$ cat src/rtl/core/hlfr_pkg.sv
// Shared types and constants of the header/length frame receiver.
package hlfr_pkg;

  localparam int STORE_DEPTH_DEF = 256;
  localparam int QUEUE_DEPTH     = 4;
  localparam int QUEUE_AW        = $clog2(QUEUE_DEPTH);
  localparam int QUEUE_CW        = $clog2(QUEUE_DEPTH + 1);

  localparam int CFG_IDX_W  = 2;
  localparam int CFG_DATA_W = 8;

  localparam logic [CFG_IDX_W-1:0] CFG_SYNC_FIRST  = 2'd0;
  localparam logic [CFG_IDX_W-1:0] CFG_SYNC_SECOND = 2'd1;
  localparam logic [CFG_IDX_W-1:0] CFG_LENGTH_POS  = 2'd2;

  localparam logic [7:0] SYNC_FIRST_RST  = 8'hAA;
  localparam logic [7:0] SYNC_SECOND_RST = 8'h55;
  localparam logic [7:0] LENGTH_POS_RST  = 8'd10;

  typedef enum logic [1:0] {
    ST_IDLE = 2'd0,
    ST_DONE = 2'd1,
    ST_SYNC = 2'd2,
    ST_OVF  = 2'd3
  } status_t;

  // front to back response
  typedef struct packed {
    status_t    status;
    logic [8:0] frame_len;
    logic       frame_valid;
    logic       ram_sel;
  } rsp_t;

  typedef struct packed {
    status_t    status;
    logic [8:0] frame_len;
    logic       frame_valid;
    logic [7:0] read_data;
  } out_item_t;

endpackage

$ cat src/rtl/core/hlfr_if.sv
// Valid/ready channel interfaces for requests and results.
interface hlfr_in_if;
  logic       valid;
  logic       ready;
  logic       func;
  logic [7:0] rx_byte;
  logic [7:0] read_index;

  modport source (output valid, func, rx_byte, read_index, input ready);
  modport sink (input valid, func, rx_byte, read_index, output ready);
endinterface

interface hlfr_out_if;
  logic       valid;
  logic       ready;
  logic [1:0] status;
  logic [8:0] frame_len;
  logic       frame_valid;
  logic [7:0] read_data;

  modport source (output valid, status, frame_len, frame_valid, read_data, input ready);
  modport sink (input valid, status, frame_len, frame_valid, read_data, output ready);
endinterface

$ cat src/rtl/core/hlfr_ram.sv
// Generic single-write, single-read RAM with registered read data.
module hlfr_ram #(
  parameter int WIDTH = 8,
  parameter int DEPTH = 256,
  localparam int AW = $clog2(DEPTH)
) (
  input  logic             clk,
  input  logic             we,
  input  logic [AW-1:0]    waddr,
  input  logic [WIDTH-1:0] wdata,
  input  logic [AW-1:0]    raddr,
  output logic [WIDTH-1:0] rdata
);

  logic [WIDTH-1:0] mem [DEPTH];

  always_ff @(posedge clk) begin
    if (we) begin
      mem[waddr] <= wdata;
    end
    rdata <= mem[raddr];
  end

endmodule

$ cat src/rtl/core/hlfr_front.sv
// Front end: request accept, frame tracking, store access and request classification.
module hlfr_front import hlfr_pkg::*; #(
  parameter int STORE_DEPTH = STORE_DEPTH_DEF,
  localparam int AW = $clog2(STORE_DEPTH),
  localparam int CW = $clog2(STORE_DEPTH + 1)
) (
  input  logic                  clk,
  input  logic                  rst_n,
  hlfr_in_if.sink               in_ch,
  input  logic                  cfg_we,
  input  logic [CFG_IDX_W-1:0]  cfg_index,
  input  logic [CFG_DATA_W-1:0] cfg_data,
  input  logic                  room,
  output logic                  ram_we,
  output logic [AW-1:0]         ram_waddr,
  output logic [7:0]            ram_wdata,
  output logic [AW-1:0]         ram_raddr,
  output logic                  rsp_v,
  output rsp_t                  rsp
);

  localparam int CMPW = (CW > 10) ? CW : 10;

  logic [7:0]      sync_first_r, sync_second_r, len_pos_r;
  logic [CW-1:0]   bc_r, bc_nxt, bc_inc;
  logic [7:0]      pl_r, pl_nxt, pl_new;
  logic [8:0]      last_r, last_nxt;
  logic            vld_r, vld_nxt;
  logic            rsp_v_r;
  rsp_t            rsp_r;
  status_t         st;
  logic            acc;
  logic            in_range;
  logic            at_len;
  logic [CMPW-1:0] total;

  assign in_ch.ready = room;
  assign acc         = in_ch.valid && in_ch.ready;
  assign bc_inc      = bc_r + CW'(1);
  assign at_len      = CMPW'(bc_r) == CMPW'(len_pos_r);
  assign in_range    = CMPW'(in_ch.read_index) < CMPW'(STORE_DEPTH);
  assign total       = CMPW'(pl_new) + CMPW'(len_pos_r) + CMPW'(1);

  assign ram_waddr = AW'(bc_r);
  assign ram_wdata = in_ch.rx_byte;
  assign ram_raddr = AW'(in_ch.read_index);

  always_comb begin
    bc_nxt   = bc_r;
    pl_nxt   = pl_r;
    pl_new   = pl_r;
    last_nxt = last_r;
    vld_nxt  = vld_r;
    st       = ST_IDLE;
    ram_we   = 1'b0;
    if (acc && !in_ch.func) begin
      if (bc_r >= CW'(STORE_DEPTH)) begin
        bc_nxt  = '0;
        vld_nxt = 1'b0;
        st      = ST_OVF;
      end else begin
        ram_we = 1'b1;
        if ((bc_r == '0 && in_ch.rx_byte != sync_first_r) ||
            (bc_r == CW'(1) && in_ch.rx_byte != sync_second_r)) begin
          bc_nxt = '0;
          st     = ST_SYNC;
        end else begin
          bc_nxt = bc_inc;
          if (at_len) begin
            pl_nxt = in_ch.rx_byte;
            pl_new = in_ch.rx_byte;
          end
          if (at_len && total > CMPW'(STORE_DEPTH)) begin
            bc_nxt  = '0;
            vld_nxt = 1'b0;
            st      = ST_OVF;
          end else if (CMPW'(bc_inc) > CMPW'(len_pos_r)) begin
            if (CMPW'(bc_inc) == total) begin
              last_nxt = 9'(bc_inc);
              bc_nxt   = '0;
              vld_nxt  = 1'b1;
              st       = ST_DONE;
            end else if (CMPW'(bc_inc) > total) begin
              bc_nxt  = '0;
              vld_nxt = 1'b0;
              st      = ST_OVF;
            end
          end
        end
      end
    end
  end

  always_ff @(posedge clk) begin
    if (!rst_n) begin
      sync_first_r  <= SYNC_FIRST_RST;
      sync_second_r <= SYNC_SECOND_RST;
      len_pos_r     <= LENGTH_POS_RST;
      bc_r          <= '0;
      pl_r          <= '0;
      last_r        <= '0;
      vld_r         <= 1'b0;
      rsp_v_r       <= 1'b0;
    end else begin
      if (cfg_we) begin
        case (cfg_index)
          CFG_SYNC_FIRST:  sync_first_r  <= cfg_data;
          CFG_SYNC_SECOND: sync_second_r <= cfg_data;
          CFG_LENGTH_POS:  len_pos_r     <= cfg_data;
          default: ;
        endcase
      end
      bc_r    <= bc_nxt;
      pl_r    <= pl_nxt;
      last_r  <= last_nxt;
      vld_r   <= vld_nxt;
      rsp_v_r <= acc;
    end
  end

  always_ff @(posedge clk) begin
    if (acc) begin
      rsp_r.status      <= st;
      rsp_r.frame_len   <= last_nxt;
      rsp_r.frame_valid <= vld_nxt;
      rsp_r.ram_sel     <= in_ch.func && in_range;
    end
  end

  assign rsp_v = rsp_v_r;
  assign rsp   = rsp_r;

  a_count_bound: assert property (@(posedge clk) disable iff (!rst_n)
    bc_r <= CW'(STORE_DEPTH))
    else $error("byte count beyond store depth");

  a_done_sets_valid: assert property (@(posedge clk) disable iff (!rst_n)
    (rsp_v_r && rsp_r.status == ST_DONE) |-> rsp_r.frame_valid)
    else $error("completed frame without valid flag");

  a_ovf_clears_valid: assert property (@(posedge clk) disable iff (!rst_n)
    (rsp_v_r && rsp_r.status == ST_OVF) |-> !rsp_r.frame_valid)
    else $error("dropped frame left valid flag set");

  a_status_restarts: assert property (@(posedge clk) disable iff (!rst_n)
    (acc && (st == ST_DONE || st == ST_SYNC || st == ST_OVF)) |=> bc_r == '0)
    else $error("frame count not restarted");

endmodule

$ cat src/rtl/core/hlfr_queue.sv
// Back end: result queue and output channel driver.
module hlfr_queue import hlfr_pkg::*; (
  input  logic       clk,
  input  logic       rst_n,
  input  logic       push,
  input  rsp_t       push_rsp,
  input  logic [7:0] ram_rdata,
  output logic       room,
  hlfr_out_if.source out_ch
);

  out_item_t             q_r [QUEUE_DEPTH];
  out_item_t             item;
  logic [QUEUE_AW-1:0]   wp_r, rp_r;
  logic [QUEUE_CW-1:0]   cnt_r;
  logic                  pop;

  assign item.status      = push_rsp.status;
  assign item.frame_len   = push_rsp.frame_len;
  assign item.frame_valid = push_rsp.frame_valid;
  assign item.read_data   = push_rsp.ram_sel ? ram_rdata : 8'd0;

  assign room = (cnt_r + QUEUE_CW'(push)) < QUEUE_CW'(QUEUE_DEPTH);
  assign pop  = out_ch.valid && out_ch.ready;

  always_ff @(posedge clk) begin
    if (!rst_n) begin
      wp_r  <= '0;
      rp_r  <= '0;
      cnt_r <= '0;
    end else begin
      if (push) begin
        wp_r <= wp_r + QUEUE_AW'(1);
      end
      if (pop) begin
        rp_r <= rp_r + QUEUE_AW'(1);
      end
      cnt_r <= cnt_r + QUEUE_CW'(push) - QUEUE_CW'(pop);
    end
  end

  always_ff @(posedge clk) begin
    if (push) begin
      q_r[wp_r] <= item;
    end
  end

  assign out_ch.valid       = cnt_r != '0;
  assign out_ch.status      = q_r[rp_r].status;
  assign out_ch.frame_len   = q_r[rp_r].frame_len;
  assign out_ch.frame_valid = q_r[rp_r].frame_valid;
  assign out_ch.read_data   = q_r[rp_r].read_data;

  a_no_overrun: assert property (@(posedge clk) disable iff (!rst_n)
    push |-> cnt_r < QUEUE_CW'(QUEUE_DEPTH))
    else $error("queue overrun");

  a_count_tracks: assert property (@(posedge clk) disable iff (!rst_n)
    (push && !pop) |=> cnt_r == $past(cnt_r) + QUEUE_CW'(1))
    else $error("queue count lost a push");

endmodule

$ cat src/rtl/core/header_length_frame_receiver_core.sv
// Top level of the header/length frame receiver.
// An accepted request is registered in the front end, together with the store read data,
// and then written into the result queue, whose head drives the output channel.
// Throughput: one request per cycle, sustained while results are taken; a 4-entry
// result queue lets input and output stall independently.
// Reset (rst_n, synchronous): frame count, length, last length, valid flag and queue
// cleared, config set to its defaults; the frame store is not cleared and needs no clearing pass.
module header_length_frame_receiver_core import hlfr_pkg::*; #(
  parameter int STORE_DEPTH = STORE_DEPTH_DEF
) (
  input  logic                  clk,
  input  logic                  rst_n,
  hlfr_in_if.sink               in_ch,
  hlfr_out_if.source            out_ch,
  input  logic                  cfg_we,
  input  logic [CFG_IDX_W-1:0]  cfg_index,
  input  logic [CFG_DATA_W-1:0] cfg_data
);

  localparam int AW = $clog2(STORE_DEPTH);

  logic          room;
  logic          ram_we;
  logic [AW-1:0] ram_waddr, ram_raddr;
  logic [7:0]    ram_wdata, ram_rdata;
  logic          rsp_v;
  rsp_t          rsp;

  hlfr_front #(.STORE_DEPTH(STORE_DEPTH)) u_front (
    .clk       (clk),
    .rst_n     (rst_n),
    .in_ch     (in_ch),
    .cfg_we    (cfg_we),
    .cfg_index (cfg_index),
    .cfg_data  (cfg_data),
    .room      (room),
    .ram_we    (ram_we),
    .ram_waddr (ram_waddr),
    .ram_wdata (ram_wdata),
    .ram_raddr (ram_raddr),
    .rsp_v     (rsp_v),
    .rsp       (rsp)
  );

  hlfr_ram #(.WIDTH(8), .DEPTH(STORE_DEPTH)) u_store (
    .clk   (clk),
    .we    (ram_we),
    .waddr (ram_waddr),
    .wdata (ram_wdata),
    .raddr (ram_raddr),
    .rdata (ram_rdata)
  );

  hlfr_queue u_queue (
    .clk       (clk),
    .rst_n     (rst_n),
    .push      (rsp_v),
    .push_rsp  (rsp),
    .ram_rdata (ram_rdata),
    .room      (room),
    .out_ch    (out_ch)
  );

endmodule
$ cat src/flat_wrapper.sv
// flat-port wrapper written by rule: the top's interface ports become plain ports
module header_length_frame_receiver_core_flat import hlfr_pkg::*;
#(
  parameter int STORE_DEPTH = STORE_DEPTH_DEF
)
  (clk, rst_n, cfg_we, cfg_index, cfg_data, in_ch_valid, in_ch_func, in_ch_rx_byte, in_ch_read_index, in_ch_ready, out_ch_valid, out_ch_status, out_ch_frame_len, out_ch_frame_valid, out_ch_read_data, out_ch_ready);
  hlfr_in_if in_ch_i ();
  hlfr_out_if out_ch_i ();
  input  logic clk;
  input  logic rst_n;
  input  logic cfg_we;
  input  logic [CFG_IDX_W-1:0] cfg_index;
  input  logic [CFG_DATA_W-1:0] cfg_data;
  input wire logic [$bits(in_ch_i.valid)-1:0] in_ch_valid;
  input wire logic [$bits(in_ch_i.func)-1:0] in_ch_func;
  input wire logic [$bits(in_ch_i.rx_byte)-1:0] in_ch_rx_byte;
  input wire logic [$bits(in_ch_i.read_index)-1:0] in_ch_read_index;
  output wire logic [$bits(in_ch_i.ready)-1:0] in_ch_ready;
  output wire logic [$bits(out_ch_i.valid)-1:0] out_ch_valid;
  output wire logic [$bits(out_ch_i.status)-1:0] out_ch_status;
  output wire logic [$bits(out_ch_i.frame_len)-1:0] out_ch_frame_len;
  output wire logic [$bits(out_ch_i.frame_valid)-1:0] out_ch_frame_valid;
  output wire logic [$bits(out_ch_i.read_data)-1:0] out_ch_read_data;
  input wire logic [$bits(out_ch_i.ready)-1:0] out_ch_ready;
  assign in_ch_i.valid = in_ch_valid;
  assign in_ch_i.func = in_ch_func;
  assign in_ch_i.rx_byte = in_ch_rx_byte;
  assign in_ch_i.read_index = in_ch_read_index;
  assign in_ch_ready = in_ch_i.ready;
  assign out_ch_valid = out_ch_i.valid;
  assign out_ch_status = out_ch_i.status;
  assign out_ch_frame_len = out_ch_i.frame_len;
  assign out_ch_frame_valid = out_ch_i.frame_valid;
  assign out_ch_read_data = out_ch_i.read_data;
  assign out_ch_i.ready = out_ch_ready;
  header_length_frame_receiver_core #(.STORE_DEPTH(STORE_DEPTH)) u_core (.clk(clk), .rst_n(rst_n), .in_ch(in_ch_i), .out_ch(out_ch_i), .cfg_we(cfg_we), .cfg_index(cfg_index), .cfg_data(cfg_data));
endmodule
$ cat config.mk
export PLATFORM = sky130hd
export DESIGN_NAME = header_length_frame_receiver_core_flat
export DESIGN_NICKNAME = d
export VERILOG_FILES = /design/src/rtl/core/hlfr_pkg.sv /design/src/rtl/core/hlfr_if.sv /design/src/rtl/core/hlfr_ram.sv /design/src/rtl/core/hlfr_front.sv /design/src/rtl/core/hlfr_queue.sv /design/src/rtl/core/header_length_frame_receiver_core.sv /design/src/flat_wrapper.sv
export SDC_FILE = /design/constraint.sdc
export NUM_CORES = 2
export LEC_CHECK = 0
export ABC_AREA = 1
export BUFFER_PORTS_ARGS = -buffer_cell sky130_fd_sc_hd__buf_4
export CORE_MARGIN = 1.5
export CORE_UTILIZATION = 50
export DETAILED_ROUTE_END_ITERATION = 7
export GPL_TIMING_DRIVEN = 1
export PLACE_DENSITY = 0.68
export SYNTH_ARGS = -nofsm -noshare
export SYNTH_HDL_FRONTEND = slang
export SYNTH_SLANG_ARGS = --single-unit
$ cat constraint.sdc
create_clock -name clk -period 4 [get_ports clk]
set_input_delay 1 -clock clk [delete_from_list [all_inputs] [get_ports clk]]
set_output_delay 1 -clock clk [all_outputs]
set_load 0.005 [all_outputs]
==> impl_metrics.toml <==
[status]
outcome = "finished with violations"
violations = "negative setup slack"

[synth]
synth-async-reset-ratio_pct = 0
synth_top_family_by_area = "simple AND/OR/NAND/NOR gates"
yosysWarningCount = 0
synth.distinct_cells = 45
synth_cells = 7762
synth_edf_count = 2141
synth.avg_cell_area_um2 = 11.64
synth_nets = 7833
synthXorXnorAreaFrac_pct = 0.1828
seq_area_frac_synth_pct = 72.68
synth_mux_area_share_pct = 0
synth_compound_area_share_pct = 1.363
yosys.area_share.simple_pct = 22.08
synthAdderAreaFrac_pct = 0.5483
syn_area_mm2 = 0.09036
synth_ff_type = "edfxtp_1"
yosys_register_bits = 2210

[timing]
finalCriticalPeriod_ps = 4213
setup_viol = 31
min_period_over_period_pct = 105.3
rsz0062_at_grt = "yes"
slew_headroom_pct = 22.89
drv_slew = 0
max_freq_mhz = 237.4
setup_slack_ps = -213.2
clock_skew_ps = 45.58
final_hold_viol_count = 0
tightest_slew_ps = 1155

[setup_path]
r2r_start = "u_core.u_queue.cnt_r[0]$_SDFF_PN0_"
cp-endpoint = "u_core.u_front.rsp[10]$_DFFE_PN_"
ff2ff_setup_slack_ps = -210
critPathKind = "flip-flop to flip-flop"
crit_fanout = 5
critPathLaunch = "u_core.u_queue.cnt_r[0]$_SDFF_PN0_"
r2r_cells = 33
r2r-end = "u_core.u_front.rsp[10]$_DFFE_PN_"
startpoint_type = "flip-flop"
cp_slowest_stage_delay_ps = 330
slowest_stage = "dfxtp_2"
worstPathRequired_ps = 4610
cp_data_arrival_time_ps = 4820
end_kind = "flip-flop"

[clock_tree]
cts.sinks = 2210
cts-hold-fix-buffers = 0
clock_path_buffers = 3
clkLatencyLatePin_ps = 890
cts-root-buf = "clkbuf_16"
htree_num_levels = 4
cts_tree = "yes"
numCtsBuffers = 216
path_clk_slew_ps = 60

[power_and_ir_drop]
netSwitchingPower_uw = 11350
pwr-share-clk_pct = 40.6
p_leak_uw = 0.03700
peakVddDrop_mv = 0.5678
power_frac_comb_pct = 7.3
power.share.sequential_pct = 52.2
powerDensity_mw_per_mm2 = 475.1
p_total_uw = 49110
p_sw_share_pct = 23.10
internal_power_uw = 37770

[global_route]
met2_usage_pct = 41.17
grt_pass1_wl_mm = 366.1
grt_start_max_net_pins = 196
grt_pass1_vias = 58450
grt_overflow = 0
met1_usage_pct = 36.79
grt_use_met3_pct = 5.327
gr-usage-all-layers_pct = 26.31
grt.busiest_layer = "met2"
antenna_found_initial = 4

[cells_and_area]
multi_input_area_mm2 = 0.02250
final_cell_area_mm2 = 0.1034
nets = 8058
utilization_pct = 57.75
ff_latch_area_mm2 = 0.06568
areaGrowthSynthToFinish_pct = 14.41
layout-drive-gt1-share_pct = 12.01
mostFrequentLayoutCell = "edfxtp_1"
final_cell_mix = "2141 x edfxtp_1, 2138 x nand2_1, 1958 x nand3_1"
final_cells = 10530
num-fill-cells = 14240

[detailed_routing]
via_per_inst = 5.825
first_pass_iters = 6
wl_per_cell_um = 23.27
vias = 61320
initialDrtViolationCount = 8089
drcViolationCount = 0
wl_mm = 245.0
drt.antenna.violating_nets = 0

[placed_design]
hpwl_mm = 148.3
port_buffers = 53
place_ws_ps = -927.8
placed_cell_area_mm2 = 0.09572
place.gp.congestion = 0.9191
placedCellCount = 10100

[die]
die_h_um = 428.1
row_count = 155
die_x_um = 428.1
coreArea_mm2 = 0.1790
ios = 54
start_util_pct = 50.48
die_area_mm2 = 0.1833

[flow_run]
max-cap-violations = 0

[hold_path]
holdCritPathClass = "input port to flip-flop"
[stage by stage]
step	TNS [ps]	hold slack, ps
4_1_cts	-4649	319.9
6_report	-4333	367.6
2_1_floorplan	-2597	436.2
5_1_grt	-12400	352.0
3_5_place_dp	-26070	463.3
3_3_place_gp	-25250	458.7
[flip-flops by register name, summed over array words and instances (netlist names), named ones only]
signal / flops
u_core.u_front.rsp_v: 1
u_core.u_store.mem: 2048
u_core.u_queue.wp_r: 2
u_core.u_front.len_pos_r: 8
u_core.u_front.sync_second_r: 8
u_core.u_queue.cnt_r: 3
u_core.u_front.vld_r: 1
u_core.u_front.pl_r: 8
u_core.u_front.sync_first_r: 8
u_core.u_front.rsp: 13
u_core.u_front.bc_r: 9
u_core.u_queue.rp_r: 2
u_core.u_queue.q_r: 80
u_core.u_store.rdata: 8
u_core.u_front.last_r: 9
[power groups by stage]
stage / registers, uW / logic, uW / clock network, uW
3_5_place_dp: 26100 / 3400 / 0
4_1_cts: 25600 / 3500 / 20100
2_1_floorplan: 26100 / 1800 / 0
6_report: 25600 / 3570 / 19900
5_1_grt: 25600 / 3870 / 20900
3_3_place_gp: 26100 / 3350 / 0
[timing repair]
action,CTS,global route
pin swaps,34,45
setup buffers,18,16
gates resized for setup,66,68
setup endpoints to repair,31,32
cloned,2,1
[metal layers]
metal	vias up	share of wire, %
met5	-	0.019
met4	6	3.3
met3	414	9.8
met2	3100	47
met1	29900	40
li1	27900	-
[cell usage after synthesis (all sizes together) (2+ instances only)]
| master | count | area [um^2] |
|---|---|---|
| nand3 | 1980 | 9920 |
| o22ai | 44 | 275.3 |
| nand2 | 2194 | 8265 |
| clkbuf | 175 | 656.9 |
| xor2 | 6 | 60.06 |
| nor2 | 416 | 1634 |
| o211ai | 4 | 30.03 |
| edfxtp | 2141 | 64290 |
| or2 | 2 | 12.51 |
| o21ai | 129 | 668.1 |
| nor3 | 6 | 35.03 |
| dfxtp | 69 | 1381 |
| a21oi | 42 | 210.2 |
| ha | 38 | 475.5 |
| buf | 332 | 1615 |
| xnor2 | 12 | 105.1 |
| nand4 | 8 | 50.05 |
| inv | 152 | 573.1 |
[cell type report]
cell class | instances | area share, %
timing repair buffer | 511 | 4.559
sequential | 2210 | 63.53
clock buffer | 266 | 5.410
inverter | 152 | 0.5967
multi-input combinational | 4896 | 21.77
antenna | 2 | 0.004841
tap | 2355 | 2.850
clock inverter | 135 | 1.284
[critical path: cells and delay by family, from the launching register on]
kind,cells,cell delay (ps)
fa+ha+maj,4,870
xor+xnor,1,150
compound gates,1,120
buf+inv,8,610
flops,1,330
simple gates,19,1860
[logic make-up (layout without fill, tap and decap cells)]
family	after synthesis	after routing
simple gates	4611	4614
compound gates	225	225
other cells	0	2
xor+xnor	18	18
flops	2210	2210
buf+inv	659	1064
fa+ha+maj	39	39
[worst min path at each step]
| stage | startpoint | to | slack [ps] | cells past startpoint |
|---|---|---|---|---|
| global placement | u_core.u_front.sync_first_r[1]$_SDFFE_PN1P_ | u_core.u_front.sync_first_r[1]$_SDFFE_PN1P_ | 460 | 2 |
| CTS | cfg_data[0] | u_core.u_front.sync_second_r[0]$_SDFFE_PN1P_ | 320 | 3 |
| global route | cfg_data[5] | u_core.u_front.sync_first_r[5]$_SDFFE_PN1P_ | 350 | 3 |
| finish | cfg_data[5] | u_core.u_front.sync_first_r[5]$_SDFFE_PN1P_ | 370 | 3 |
| detailed placement | u_core.u_queue.rp_r[0]$_SDFFE_PN0P_ | u_core.u_queue.rp_r[0]$_SDFFE_PN0P_ | 460 | 1 |
| floorplan | u_core.u_queue.rp_r[1]$_SDFFE_PN0P_ | flip-flop | 440 | 2 |
(Power assumes the default switching activity.)
